===== config.mk =====
export PLATFORM = sky130hd
export DESIGN_NAME = biquad_cascade_band_core
export DESIGN_NICKNAME = d
export VERILOG_FILES = /design/src/rtl/bcb_pkg.sv /design/src/rtl/bcb_hist_mem.sv /design/src/rtl/bcb_datapath.sv /design/src/rtl/bcb_seq.sv /design/src/rtl/biquad_cascade_band_core.sv
export VERILOG_INCLUDE_DIRS = /design/src /design/src/rtl
export SDC_FILE = /design/constraint.sdc
export NUM_CORES = 2
export LEC_CHECK = 0
export ABC_AREA = 1
export CAP_MARGIN = 20
export CELL_PAD_IN_SITES_DETAIL_PLACEMENT = 1
export CELL_PAD_IN_SITES_GLOBAL_PLACEMENT = 2
export CORE_ASPECT_RATIO = 1.25
export CORE_MARGIN = 4
export CORE_UTILIZATION = 43
export CTS_BUF_LIST = sky130_fd_sc_hd__clkbuf_8 sky130_fd_sc_hd__clkbuf_16
export DETAILED_ROUTE_END_ITERATION = 8
export DONT_BUFFER_PORTS = 1
export PLACE_DENSITY_LB_ADDON = 0.1
export REMOVE_ABC_BUFFERS = 1
export SLEW_MARGIN = 0
export SYNTH_ARGS = -nofsm -noshare
export SYNTH_HDL_FRONTEND = slang
export SYNTH_HIERARCHICAL = 1
export SYNTH_SLANG_ARGS = --single-unit

===== constraint.sdc =====
create_clock -name aclk -period 18.9 [get_ports aclk]
set_input_delay 0.945 -clock aclk [delete_from_list [all_inputs] [get_ports aclk]]
set_output_delay 0.945 -clock aclk [all_outputs]
set_load 0.1 [all_outputs]

===== src/rtl/biquad_cascade_band_core_assert.svh =====
// Assertion macros for the biquad cascade band core.
// A module that uses them must have ports or signals named aclk and aresetn.
`ifndef BIQUAD_CASCADE_BAND_CORE_ASSERT_SVH
`define BIQUAD_CASCADE_BAND_CORE_ASSERT_SVH
`ifndef SYNTHESIS
`define BCB_ASSERT_IMP(label, ante, cons) \
    label: assert property (@(posedge aclk) disable iff (!aresetn) (ante) |-> (cons)) \
        else $error("bcb same-cycle check failed");
`define BCB_ASSERT_NXT(label, ante, cons) \
    label: assert property (@(posedge aclk) disable iff (!aresetn) (ante) |=> (cons)) \
        else $error("bcb next-cycle check failed");
`else
`define BCB_ASSERT_IMP(label, ante, cons)
`define BCB_ASSERT_NXT(label, ante, cons)
`endif
`endif


===== src/rtl/bcb_pkg.sv =====
`default_nettype none
package bcb_pkg;

    localparam int MAX_ORDER_DEF = 4;
    localparam int CHANNELS_DEF  = 2;

    localparam int SAMPLE_W  = 24;
    localparam int COEF_W    = 32;
    localparam int HIST_W    = 48;
    localparam int PROD_W    = COEF_W + SAMPLE_W;
    localparam int ACC_W     = 62;
    localparam int CNT_W     = 3;
    localparam int CFG_IDX_W = 3;
    localparam int Y_SHIFT   = 28;
    localparam int S_SHIFT   = 12;

    localparam logic signed [ACC_W-1:0] RND_Y = ACC_W'(1) << (Y_SHIFT - 1);
    localparam logic signed [ACC_W-1:0] RND_S = ACC_W'(1) << (S_SHIFT - 1);

    localparam logic signed [SAMPLE_W-1:0] SAMPLE_MAX = {1'b0, {(SAMPLE_W-1){1'b1}}};
    localparam logic signed [SAMPLE_W-1:0] SAMPLE_MIN = {1'b1, {(SAMPLE_W-1){1'b0}}};
    localparam logic signed [HIST_W-1:0]   HIST_MAX   = {1'b0, {(HIST_W-1){1'b1}}};
    localparam logic signed [HIST_W-1:0]   HIST_MIN   = {1'b1, {(HIST_W-1){1'b0}}};

    localparam logic signed [COEF_W-1:0] B0_RESET = 32'sh1000_0000;

    typedef enum logic [CFG_IDX_W-1:0] {
        REG_B0     = 3'd0,
        REG_B1     = 3'd1,
        REG_B2     = 3'd2,
        REG_A1     = 3'd3,
        REG_A2     = 3'd4,
        REG_COUNT  = 3'd5,
        REG_BYPASS = 3'd6
    } cfg_reg_t;

    typedef enum logic [3:0] {
        ST_IDLE,
        ST_READ,
        ST_MB0,
        ST_MB1,
        ST_Y,
        ST_MA1,
        ST_MA2,
        ST_N1,
        ST_N2,
        ST_DONE
    } seq_state_t;

    typedef enum logic [2:0] {
        OP_IDLE,
        OP_MB0,
        OP_MB1,
        OP_Y,
        OP_MA1,
        OP_MA2,
        OP_N1,
        OP_N2
    } step_t;

    typedef struct packed {
        logic signed [COEF_W-1:0] b0;
        logic signed [COEF_W-1:0] b1;
        logic signed [COEF_W-1:0] b2;
        logic signed [COEF_W-1:0] a1;
        logic signed [COEF_W-1:0] a2;
    } coef_t;

    typedef struct packed {
        step_t step;
        logic  load_in;
        logic  hist_valid;
    } dp_ctrl_t;

    // Round-shifted accumulator to Q1.23 with saturation.
    function automatic logic signed [SAMPLE_W-1:0] sat_sample(
        input logic signed [ACC_W-1:0] v
    );
        logic [ACC_W-Y_SHIFT-SAMPLE_W:0] hi;
        logic signed [SAMPLE_W-1:0]      r;
        hi = v[ACC_W-1:Y_SHIFT+SAMPLE_W-1];
        if ((&hi) || !(|hi)) begin
            r = v[Y_SHIFT+SAMPLE_W-1:Y_SHIFT];
        end else begin
            r = v[ACC_W-1] ? SAMPLE_MIN : SAMPLE_MAX;
        end
        return r;
    endfunction

    function automatic logic signed [HIST_W-1:0] sat_hist(
        input logic signed [HIST_W:0] v
    );
        logic signed [HIST_W-1:0] r;
        if (v[HIST_W] == v[HIST_W-1]) begin
            r = v[HIST_W-1:0];
        end else begin
            r = v[HIST_W] ? HIST_MIN : HIST_MAX;
        end
        return r;
    endfunction

endpackage
`default_nettype wire


===== src/rtl/bcb_hist_mem.sv =====
`default_nettype none
module bcb_hist_mem #(
    parameter int DEPTH = 8,
    parameter int AW    = 3,
    parameter int W     = 96
) (
    input  wire logic          aclk,
    input  wire logic          rd_en,
    input  wire logic [AW-1:0] rd_addr,
    output logic      [W-1:0]  rd_data,
    input  wire logic          we,
    input  wire logic [AW-1:0] wr_addr,
    input  wire logic [W-1:0]  wr_data
);

    logic [W-1:0] mem [DEPTH];
    logic [W-1:0] rd_data_reg;

    always_ff @(posedge aclk) begin
        if (we) begin
            mem[wr_addr] <= wr_data;
        end
    end

    always_ff @(posedge aclk) begin
        if (rd_en) begin
            rd_data_reg <= mem[rd_addr];
        end
    end

    assign rd_data = rd_data_reg;

endmodule
`default_nettype wire


===== src/rtl/bcb_datapath.sv =====
`default_nettype none
module bcb_datapath (
    input  wire logic                                   aclk,
    input  wire bcb_pkg::dp_ctrl_t                      ctrl,
    input  wire bcb_pkg::coef_t                         coef,
    input  wire logic signed [bcb_pkg::SAMPLE_W-1:0]    in_sample,
    input  wire logic        [2*bcb_pkg::HIST_W-1:0]    rd_data,
    output logic             [2*bcb_pkg::HIST_W-1:0]    wr_data,
    output logic signed      [bcb_pkg::SAMPLE_W-1:0]    result
);
    import bcb_pkg::*;

    logic signed [COEF_W-1:0]   mul_a;
    logic signed [SAMPLE_W-1:0] mul_b;
    logic signed [PROD_W-1:0]   prod_reg;
    logic signed [ACC_W-1:0]    acc1_reg;
    logic signed [ACC_W-1:0]    acc2_reg;
    logic signed [SAMPLE_W-1:0] x_reg;
    logic signed [SAMPLE_W-1:0] y_reg;
    logic signed [HIST_W-1:0]   n1_reg;
    logic signed [HIST_W-1:0]   h1;
    logic signed [HIST_W-1:0]   h2;
    logic signed [ACC_W-1:0]    prod_ext;
    logic signed [ACC_W-1:0]    h1_ext;
    logic signed [HIST_W:0]     n1_sum;
    logic signed [HIST_W-1:0]   n2;

    // An entry not written since its last clear reads as zero history.
    assign h1 = ctrl.hist_valid ? $signed(rd_data[HIST_W-1:0]) : '0;
    assign h2 = ctrl.hist_valid ? $signed(rd_data[2*HIST_W-1:HIST_W]) : '0;

    always_comb begin
        case (ctrl.step)
            OP_MB1:  mul_a = coef.b1;
            OP_Y:    mul_a = coef.b2;
            OP_MA1:  mul_a = coef.a1;
            OP_MA2:  mul_a = coef.a2;
            default: mul_a = coef.b0;
        endcase
        mul_b = (ctrl.step == OP_MA1 || ctrl.step == OP_MA2) ? y_reg : x_reg;
    end

    assign prod_ext = ACC_W'(prod_reg);
    assign h1_ext   = ACC_W'(h1) <<< S_SHIFT;
    assign n1_sum   = $signed(acc1_reg[HIST_W+S_SHIFT:S_SHIFT]) + (HIST_W+1)'(h2);
    assign n2       = acc2_reg[HIST_W+S_SHIFT-1:S_SHIFT];

    always_ff @(posedge aclk) begin
        prod_reg <= PROD_W'(mul_a) * PROD_W'(mul_b);
        case (ctrl.step)
            OP_MB1: acc1_reg <= prod_ext + h1_ext + RND_Y;
            OP_Y: begin
                y_reg    <= sat_sample(acc1_reg);
                acc1_reg <= prod_ext + RND_S;
            end
            OP_MA1: acc2_reg <= prod_ext + RND_S;
            OP_MA2: acc1_reg <= acc1_reg - prod_ext;
            OP_N1: begin
                n1_reg   <= sat_hist(n1_sum);
                acc2_reg <= acc2_reg - prod_ext;
            end
            OP_N2:  x_reg <= y_reg;
            default: ;
        endcase
        if (ctrl.load_in) begin
            x_reg <= in_sample;
        end
    end

    assign wr_data = {n2, n1_reg};
    assign result  = x_reg;

endmodule
`default_nettype wire


===== src/rtl/bcb_seq.sv =====
`default_nettype none
`include "biquad_cascade_band_core_assert.svh"
module bcb_seq #(
    parameter int MAX_ORDER = 4,
    parameter int CHANNELS  = 2,
    parameter int DEPTH     = 8,
    parameter int AW        = 3
) (
    input  wire logic                         aclk,
    input  wire logic                         aresetn,
    input  wire logic                         in_fire,
    input  wire logic                         in_channel,
    input  wire logic                         cfg_bypass,
    input  wire logic [bcb_pkg::CNT_W-1:0]    cfg_count,
    input  wire logic                         out_free,
    output logic                              in_ready,
    output logic                              done,
    output logic                              out_channel,
    output bcb_pkg::dp_ctrl_t                 ctrl,
    output logic                              mem_rd_en,
    output logic      [AW-1:0]                mem_rd_addr,
    output logic                              mem_we,
    output logic      [AW-1:0]                mem_wr_addr
);
    import bcb_pkg::*;

    localparam int SW = (MAX_ORDER > 1) ? $clog2(MAX_ORDER) : 1;
    localparam int OW = $clog2(MAX_ORDER + 1);

    seq_state_t       state_reg, state_next;
    logic [SW-1:0]    sec_reg, sec_next;
    logic [OW-1:0]    order_reg, order_next;
    logic [OW-1:0]    active_reg, active_next;
    logic             ch_reg, ch_next;
    logic [DEPTH-1:0] valid_reg, valid_next;
    logic             hv_reg, hv_next;
    logic [OW-1:0]    order_eff;
    logic             chan_ok;
    logic             more;
    wire  [DEPTH-1:0] sec_clr;

    function automatic logic [AW-1:0] hist_addr(input logic ch, input logic [SW-1:0] s);
        return AW'(int'(ch) * MAX_ORDER + int'(s));
    endfunction

    always_comb begin
        if (cfg_count == '0) begin
            order_eff = OW'(1);
        end else if (int'(cfg_count) > MAX_ORDER) begin
            order_eff = OW'(MAX_ORDER);
        end else begin
            order_eff = OW'(cfg_count);
        end
    end

    assign chan_ok = int'(in_channel) < CHANNELS;
    assign more    = (OW'(sec_reg) + OW'(1)) < order_reg;

    // Sections added since the last item lose their history on every channel.
    for (genvar e = 0; e < DEPTH; e++) begin : g_clr
        localparam int ESEC = e % MAX_ORDER;
        assign sec_clr[e] = (ESEC >= int'(active_reg)) && (ESEC < int'(order_eff));
    end

    // Next state
    always_comb begin
        state_next = state_reg;
        unique case (state_reg)
            ST_IDLE: begin
                if (in_fire) begin
                    state_next = (cfg_bypass || !chan_ok) ? ST_DONE : ST_READ;
                end
            end
            ST_READ: state_next = ST_MB0;
            ST_MB0:  state_next = ST_MB1;
            ST_MB1:  state_next = ST_Y;
            ST_Y:    state_next = ST_MA1;
            ST_MA1:  state_next = ST_MA2;
            ST_MA2:  state_next = ST_N1;
            ST_N1:   state_next = ST_N2;
            ST_N2:   state_next = more ? ST_MB0 : ST_DONE;
            ST_DONE: begin
                if (out_free) begin
                    state_next = ST_IDLE;
                end
            end
            default: state_next = ST_IDLE;
        endcase
    end

    // Outputs
    always_comb begin
        in_ready    = 1'b0;
        done        = 1'b0;
        mem_rd_en   = 1'b0;
        mem_we      = 1'b0;
        ctrl.step   = OP_IDLE;
        unique case (state_reg)
            ST_IDLE: in_ready = 1'b1;
            ST_READ: mem_rd_en = 1'b1;
            ST_MB0:  ctrl.step = OP_MB0;
            ST_MB1:  ctrl.step = OP_MB1;
            ST_Y:    ctrl.step = OP_Y;
            ST_MA1:  ctrl.step = OP_MA1;
            ST_MA2:  ctrl.step = OP_MA2;
            ST_N1: begin
                ctrl.step = OP_N1;
                mem_rd_en = more;
            end
            ST_N2: begin
                ctrl.step = OP_N2;
                mem_we    = 1'b1;
            end
            ST_DONE: done = out_free;
            default: ;
        endcase
        ctrl.load_in    = in_fire;
        ctrl.hist_valid = hv_reg;
        mem_rd_addr = (state_reg == ST_READ) ? hist_addr(ch_reg, '0)
                                             : hist_addr(ch_reg, sec_reg + SW'(1));
        mem_wr_addr = hist_addr(ch_reg, sec_reg);
        out_channel = ch_reg;
    end

    always_comb begin
        sec_next    = sec_reg;
        order_next  = order_reg;
        active_next = active_reg;
        ch_next     = ch_reg;
        hv_next     = hv_reg;
        valid_next  = valid_reg;
        if (in_fire) begin
            ch_next     = in_channel;
            order_next  = order_eff;
            sec_next    = '0;
            active_next = cfg_bypass ? '0 : order_eff;
            valid_next  = cfg_bypass ? '0 : (valid_reg & ~sec_clr);
        end
        if (state_reg == ST_N2 && more) begin
            sec_next = sec_reg + SW'(1);
        end
        if (mem_we) begin
            valid_next[mem_wr_addr] = 1'b1;
        end
        if (mem_rd_en) begin
            hv_next = valid_reg[mem_rd_addr];
        end
    end

    always_ff @(posedge aclk) begin
        if (!aresetn) begin
            state_reg  <= ST_IDLE;
            sec_reg    <= '0;
            order_reg  <= OW'(1);
            active_reg <= '0;
            ch_reg     <= 1'b0;
            valid_reg  <= '0;
            hv_reg     <= 1'b0;
        end else begin
            state_reg  <= state_next;
            sec_reg    <= sec_next;
            order_reg  <= order_next;
            active_reg <= active_next;
            ch_reg     <= ch_next;
            valid_reg  <= valid_next;
            hv_reg     <= hv_next;
        end
    end

    `BCB_ASSERT_NXT(a_bypass_clears, in_fire && cfg_bypass, valid_reg == '0 && active_reg == '0)
    `BCB_ASSERT_IMP(a_write_in_band, mem_we, OW'(sec_reg) < order_reg)
    `BCB_ASSERT_IMP(a_no_accept_busy, mem_we || mem_rd_en, !in_ready)
    `BCB_ASSERT_NXT(a_done_to_idle, done, state_reg == ST_IDLE && in_ready)

endmodule
`default_nettype wire


===== src/rtl/biquad_cascade_band_core.sv =====
`default_nettype none
// Channel   Dir  Handshake                    Payload
// s_axis    in   s_axis_tvalid/s_axis_tready  tdata: sample_in; tuser: channel_in
// m_axis    out  m_axis_tvalid/m_axis_tready  tdata: sample_out; tuser: channel_out
// cfg       in   cfg_valid/cfg_ready          cfg_index: register, cfg_data: value
//
// From one input transfer to the next, a filtered item passes through one history
// read, then the steps MB0, MB1, Y, MA1, MA2, N1 and N2 for each section, in
// which the single 32x24 multiplier forms the five products of that section.
// Bypassed items and channels beyond CHANNELS skip straight to the done state.
// aresetn is synchronous, active low; reset loads the register defaults and
// marks all history as zero. The result sits in an output register, so a
// stalled m_axis holds the block in its done state only, with s_axis_tready low.
module biquad_cascade_band_core #(
    parameter int MAX_ORDER = bcb_pkg::MAX_ORDER_DEF,
    parameter int CHANNELS  = bcb_pkg::CHANNELS_DEF
) (
    input  wire logic                              aclk,
    input  wire logic                              aresetn,
    // input samples
    input  wire logic                              s_axis_tvalid,
    output logic                                   s_axis_tready,
    input  wire logic [bcb_pkg::SAMPLE_W-1:0]      s_axis_tdata,  // [23:0] sample_in
    input  wire logic                              s_axis_tuser,  // [0] channel_in
    // filtered samples
    output logic                                   m_axis_tvalid,
    input  wire logic                              m_axis_tready,
    output logic      [bcb_pkg::SAMPLE_W-1:0]      m_axis_tdata,  // [23:0] sample_out
    output logic                                   m_axis_tuser,  // [0] channel_out
    // register writes
    input  wire logic                              cfg_valid,
    output logic                                   cfg_ready,
    input  wire logic [bcb_pkg::CFG_IDX_W-1:0]     cfg_index,
    input  wire logic [bcb_pkg::COEF_W-1:0]        cfg_data
);
    import bcb_pkg::*;

    localparam int DEPTH = CHANNELS * MAX_ORDER;
    localparam int AW    = (DEPTH > 1) ? $clog2(DEPTH) : 1;
    localparam int MEM_W = 2 * HIST_W;

    coef_t                      coef_reg;
    logic [CNT_W-1:0]           count_reg;
    logic                       bypass_reg;
    logic                       in_fire;
    logic                       out_free;
    logic                       done;
    logic                       out_channel;
    logic                       m_valid_reg;
    logic [SAMPLE_W-1:0]        m_data_reg;
    logic                       m_user_reg;
    dp_ctrl_t                   ctrl;
    logic                       mem_rd_en;
    logic [AW-1:0]              mem_rd_addr;
    logic                       mem_we;
    logic [AW-1:0]              mem_wr_addr;
    logic [MEM_W-1:0]           rd_data;
    logic [MEM_W-1:0]           wr_data;
    logic signed [SAMPLE_W-1:0] result;

    // Registers take a write on any cycle; the user writes only while idle.
    assign cfg_ready = 1'b1;

    always_ff @(posedge aclk) begin
        if (!aresetn) begin
            coef_reg.b0 <= B0_RESET;
            coef_reg.b1 <= '0;
            coef_reg.b2 <= '0;
            coef_reg.a1 <= '0;
            coef_reg.a2 <= '0;
            count_reg   <= CNT_W'(1);
            bypass_reg  <= 1'b1;
        end else if (cfg_valid) begin
            unique case (cfg_index)
                REG_B0:     coef_reg.b0 <= $signed(cfg_data);
                REG_B1:     coef_reg.b1 <= $signed(cfg_data);
                REG_B2:     coef_reg.b2 <= $signed(cfg_data);
                REG_A1:     coef_reg.a1 <= $signed(cfg_data);
                REG_A2:     coef_reg.a2 <= $signed(cfg_data);
                REG_COUNT:  count_reg   <= cfg_data[CNT_W-1:0];
                REG_BYPASS: bypass_reg  <= cfg_data[0];
                default: ;  // unmapped index: drop the write
            endcase
        end
    end

    assign in_fire  = s_axis_tvalid && s_axis_tready;
    // Output slot is free when empty or being drained this cycle.
    assign out_free = !m_valid_reg || m_axis_tready;

    bcb_seq #(
        .MAX_ORDER (MAX_ORDER),
        .CHANNELS  (CHANNELS),
        .DEPTH     (DEPTH),
        .AW        (AW)
    ) u_seq (
        .aclk        (aclk),
        .aresetn     (aresetn),
        .in_fire     (in_fire),
        .in_channel  (s_axis_tuser),
        .cfg_bypass  (bypass_reg),
        .cfg_count   (count_reg),
        .out_free    (out_free),
        .in_ready    (s_axis_tready),
        .done        (done),
        .out_channel (out_channel),
        .ctrl        (ctrl),
        .mem_rd_en   (mem_rd_en),
        .mem_rd_addr (mem_rd_addr),
        .mem_we      (mem_we),
        .mem_wr_addr (mem_wr_addr)
    );

    // History per channel and section: {s2, s1}.
    bcb_hist_mem #(
        .DEPTH (DEPTH),
        .AW    (AW),
        .W     (MEM_W)
    ) u_hist_mem (
        .aclk    (aclk),
        .rd_en   (mem_rd_en),
        .rd_addr (mem_rd_addr),
        .rd_data (rd_data),
        .we      (mem_we),
        .wr_addr (mem_wr_addr),
        .wr_data (wr_data)
    );

    bcb_datapath u_datapath (
        .aclk      (aclk),
        .ctrl      (ctrl),
        .coef      (coef_reg),
        .in_sample ($signed(s_axis_tdata)),
        .rd_data   (rd_data),
        .wr_data   (wr_data),
        .result    (result)
    );

    // Hold the result until the downstream transfer; load a new one on done.
    always_ff @(posedge aclk) begin
        if (!aresetn) begin
            m_valid_reg <= 1'b0;
        end else if (done) begin
            m_valid_reg <= 1'b1;
        end else if (m_axis_tready) begin
            m_valid_reg <= 1'b0;
        end
    end

    always_ff @(posedge aclk) begin
        if (done) begin
            m_data_reg <= result;
            m_user_reg <= out_channel;
        end
    end

    assign m_axis_tvalid = m_valid_reg;
    assign m_axis_tdata  = m_data_reg;
    assign m_axis_tuser  = m_user_reg;

endmodule
`default_nettype wire


==> run_summary.xml <==
<?xml version="1.0" encoding="UTF-8"?>
<metrics>
  <group name="run_status">
    <metric name="status" unit="">completed</metric>
  </group>
  <group name="drt">
    <metric name="drt-pass1-iter-count" unit="">6</metric>
    <metric name="finalWirelength" unit="um">451000</metric>
    <metric name="routed_via_density" unit="">5.48</metric>
    <metric name="via_count" unit="">89459</metric>
    <metric name="drt-wirelength-per-cell" unit="um">27.7</metric>
    <metric name="drc" unit="">0</metric>
    <metric name="final_antenna_violating_net_count" unit="">0</metric>
    <metric name="first_iter_violations" unit="">6409</metric>
  </group>
  <group name="timing">
    <metric name="timing.setup.tns" unit="ps">0</metric>
    <metric name="timing_max_transition_violations_final" unit="">0</metric>
    <metric name="min_period_over_period" unit="%">57.2</metric>
    <metric name="setup_repair_after_global_routing_missed_its_margin" unit="">no</metric>
    <metric name="hold_violations_final" unit="">0</metric>
    <metric name="setup-violations-final" unit="">0</metric>
    <metric name="skew" unit="ps">112</metric>
    <metric name="timing.fmax" unit="MHz">92.5</metric>
    <metric name="time_the_worst_path_needs_with_i_o_delays_and_setup" unit="ps">10810</metric>
    <metric name="slew_worst_pin" unit="ps">1170</metric>
    <metric name="max_slew_margin" unit="%">21.0</metric>
  </group>
  <group name="die">
    <metric name="floorplan.rows" unit="">201</metric>
    <metric name="design.portCount" unit="">93</metric>
    <metric name="coreArea" unit="sq um">241000</metric>
    <metric name="die_h" unit="um">559</metric>
    <metric name="fp.dieArea" unit="sq um">251000</metric>
    <metric name="floorplan.initialDensity" unit="%">43.3</metric>
    <metric name="die_w" unit="um">449</metric>
  </group>
  <group name="worst_hold_path">
    <metric name="hold_path.class" unit="">input pin to flop</metric>
  </group>
  <group name="final_layout">
    <metric name="largest_register_ff_count" unit="">768</metric>
    <metric name="area_growth_from_synthesis_to_layout" unit="%">7.42</metric>
    <metric name="finalNetCount" unit="">14319</metric>
    <metric name="fillerInstances" unit="">29290</metric>
    <metric name="register_area" unit="sq um">38100</metric>
    <metric name="mostFrequentLayoutCell" unit="">sky130_fd_sc_hd__nand2_1</metric>
    <metric name="multi_input_logic_area" unit="sq um">53900</metric>
    <metric name="mostFrequentLayoutCells" unit="">sky130_fd_sc_hd__nand2_1, sky130_fd_sc_hd__inv_1, sky130_fd_sc_hd__nor2_1</metric>
    <metric name="final_layout_size_suffix_gt1_share" unit="%">4.02</metric>
  </group>
  <group name="synth">
    <metric name="synth_cells" unit="">13209</metric>
    <metric name="synth-seq-area-share" unit="%">36.5</metric>
    <metric name="synth_cell_types" unit="">56</metric>
    <metric name="postSynth.asyncResetShare" unit="%">0</metric>
    <metric name="syn_area_per_cell" unit="sq um">7.90</metric>
    <metric name="mappedNetlistArea" unit="sq um">104000</metric>
    <metric name="synth-edff-count" unit="">1107</metric>
    <metric name="flip_flop_cell_with_the_highest_count_after_synthesis" unit="">sky130_fd_sc_hd__edfxtp_1</metric>
    <metric name="ys_ff_latch" unit="">1350</metric>
    <metric name="synth_warnings" unit="">6</metric>
  </group>
  <group name="grt">
    <metric name="gr-usage-met1" unit="%">39.7</metric>
    <metric name="number_of_antenna_violations_at_the_first_check_in_global_routing" unit="">13</metric>
    <metric name="grt_max_degree" unit="">187</metric>
    <metric name="wire_length_of_the_first_global_routing_pass" unit="um">651000</metric>
    <metric name="gr-usage-all-layers" unit="%">35.6</metric>
    <metric name="grt.busiest_layer" unit="">met2</metric>
    <metric name="groute.layer.met2.usage" unit="%">62.4</metric>
    <metric name="grt-ovfl-total" unit="">0</metric>
    <metric name="grt.met3_usage" unit="%">4.47</metric>
    <metric name="grt_pass1_vias" unit="">96011</metric>
  </group>
  <group name="clocking">
    <metric name="post_cts.repair.setup_buffers" unit="">0</metric>
    <metric name="ctsResizeCount" unit="">0</metric>
    <metric name="clkSlewWorstSetupHoldPaths" unit="ps">60</metric>
    <metric name="cts-buffers-inserted" unit="">157</metric>
    <metric name="max-clock-path-buffers" unit="">4</metric>
    <metric name="clock_latency_on_the_worst_skew_pair" unit="ps">900</metric>
    <metric name="cts_tree" unit="">built</metric>
    <metric name="number_of_clock_sinks_seen_by_cts" unit="">1350</metric>
    <metric name="htree_levels" unit="">4</metric>
    <metric name="clock_tree.root_cell" unit="">sky130_fd_sc_hd__clkbuf_16</metric>
    <metric name="ctsHoldBuffers" unit="">0</metric>
  </group>
  <group name="placed_design">
    <metric name="buffer_ports.inserted" unit="">0</metric>
    <metric name="hpwl" unit="um">354000</metric>
    <metric name="gp_routability_congestion" unit="">1.01</metric>
  </group>
  <group name="worst_setup_path">
    <metric name="critPathCaptureType" unit="">flop</metric>
    <metric name="crit_type" unit="">flop to flop</metric>
    <metric name="crit_required" unit="ps">19640</metric>
    <metric name="worstPathArrival" unit="ps">11550</metric>
    <metric name="critical_path.startpoint_type" unit="">flop</metric>
    <metric name="path_max_fanout" unit="">48</metric>
  </group>
  <group name="run">
    <metric name="max_cap_violations" unit="">0</metric>
  </group>
</metrics>
[cell usage after synthesis (23+ instances only)]
| library cell | n | area [sq um] |
|---|---|---|
| sky130_fd_sc_hd__dfxtp_1 | 243 | 4860 |
| sky130_fd_sc_hd__nand3b_1 | 23 | 173 |
| sky130_fd_sc_hd__fa_1 | 787 | 15800 |
| sky130_fd_sc_hd__buf_2 | 176 | 881 |
| sky130_fd_sc_hd__edfxtp_1 | 1107 | 33200 |
| sky130_fd_sc_hd__xor2_1 | 76 | 666 |
| sky130_fd_sc_hd__o21ai_1 | 27 | 135 |
| sky130_fd_sc_hd__buf_6 | 50 | 563 |
| sky130_fd_sc_hd__xnor2_1 | 59 | 517 |
| sky130_fd_sc_hd__a22oi_1 | 33 | 248 |
| sky130_fd_sc_hd__clkbuf_1 | 166 | 623 |
| sky130_fd_sc_hd__o21bai_1 | 47 | 353 |
| sky130_fd_sc_hd__nor2_1 | 1282 | 4810 |
| sky130_fd_sc_hd__buf_4 | 58 | 435 |
| sky130_fd_sc_hd__nand3_1 | 1013 | 5070 |
| sky130_fd_sc_hd__inv_1 | 2635 | 9890 |
| sky130_fd_sc_hd__nand4_1 | 147 | 920 |
| sky130_fd_sc_hd__nor3_1 | 86 | 430 |
| sky130_fd_sc_hd__a21oi_1 | 400 | 2000 |
| sky130_fd_sc_hd__o21ai_0 | 331 | 1660 |
| sky130_fd_sc_hd__ha_1 | 419 | 5240 |
| sky130_fd_sc_hd__nand2_1 | 3810 | 14300 |
[layout make-up]
class	instances	area share [%]
inverter	2663	8.95
clock buffer	166	3.64
multi-input combinational	8724	48.1
sequential	1350	34.0
clock inverter	106	0.762
antenna	11	0.0246
tap	3146	3.51
timing repair buffer	152	1.04
[cell families after synthesis]
group | share of synthesized area, %
AOI/OAI and AO/OA | 4.80
xor gates and xnor gates | 1.13
adders and majority gates | 20.1
buffers and inverters | 12.1
DFF | 36.5
muxes | 0.00959
other | 0.00359
and+or+nand+nor | 25.3
[worst max-delay path, cell delays in order, from the launching register on]
cell,delay (ps)
sky130_fd_sc_hd__dfxtp_1,470
sky130_fd_sc_hd__nor3_2,310
sky130_fd_sc_hd__inv_1,100
sky130_fd_sc_hd__o21ai_1,670
sky130_fd_sc_hd__ha_2,320
sky130_fd_sc_hd__buf_4,530
sky130_fd_sc_hd__nand2_1,130
sky130_fd_sc_hd__o21ai_2,90
sky130_fd_sc_hd__buf_4,480
sky130_fd_sc_hd__inv_1,320
sky130_fd_sc_hd__nor2_1,360
sky130_fd_sc_hd__fa_1,510
sky130_fd_sc_hd__fa_1,680
sky130_fd_sc_hd__inv_1,240
sky130_fd_sc_hd__fa_1,830
sky130_fd_sc_hd__inv_1,300
sky130_fd_sc_hd__fa_1,530
sky130_fd_sc_hd__fa_1,570
sky130_fd_sc_hd__fa_1,440
sky130_fd_sc_hd__fa_1,440
sky130_fd_sc_hd__ha_1,520
sky130_fd_sc_hd__nand2_1,190
sky130_fd_sc_hd__nor2_1,220
sky130_fd_sc_hd__inv_1,110
sky130_fd_sc_hd__nor4_1,760
sky130_fd_sc_hd__nand3_1,150
sky130_fd_sc_hd__nand3_1,140
sky130_fd_sc_hd__xor2_1,150
[through the flow]
| step | setup WS [ps] | utilization (%) | area [sq um] | hold WS (ps) | instances |
|---|---|---|---|---|---|
| global placement | 7680 | 44.5 | 107000 | 439 | 16031 |
| detailed placement | 8220 | 44.5 | 107000 | 441 | 16033 |
| finish | 8090 | 46.6 | 112000 | 165 | 16318 |
| global route | 7450 | 46.6 | 112000 | 124 | 16308 |
| CTS | 8100 | 46.5 | 112000 | 107 | 16305 |
| floorplan | 7170 | - | 102000 | 421 | 12737 |
[final timing paths]
kind	from	endpoint	slack, ps	cells past startpoint
setup / recovery	u_seq/state_reg[3]	u_datapath/prod_reg[48]	8090	27
hold reg to reg	u_datapath/result[18]	m_axis_tdata[18]	450	0
setup reg to reg	u_seq/state_reg[3]	u_datapath/prod_reg[48]	8090	27
hold / removal	aresetn	coef_reg[54]	160	2
[layer usage]
metal	up-vias	routed length, um
met1	45271	168000
li1	40520	-
met5	-	81
met3	1062	20600
met2	2596	222000
met4	10	40800
Power is not shown: default switching activity piles up to over one toggle a cycle in this logic, so the estimate is an artifact.
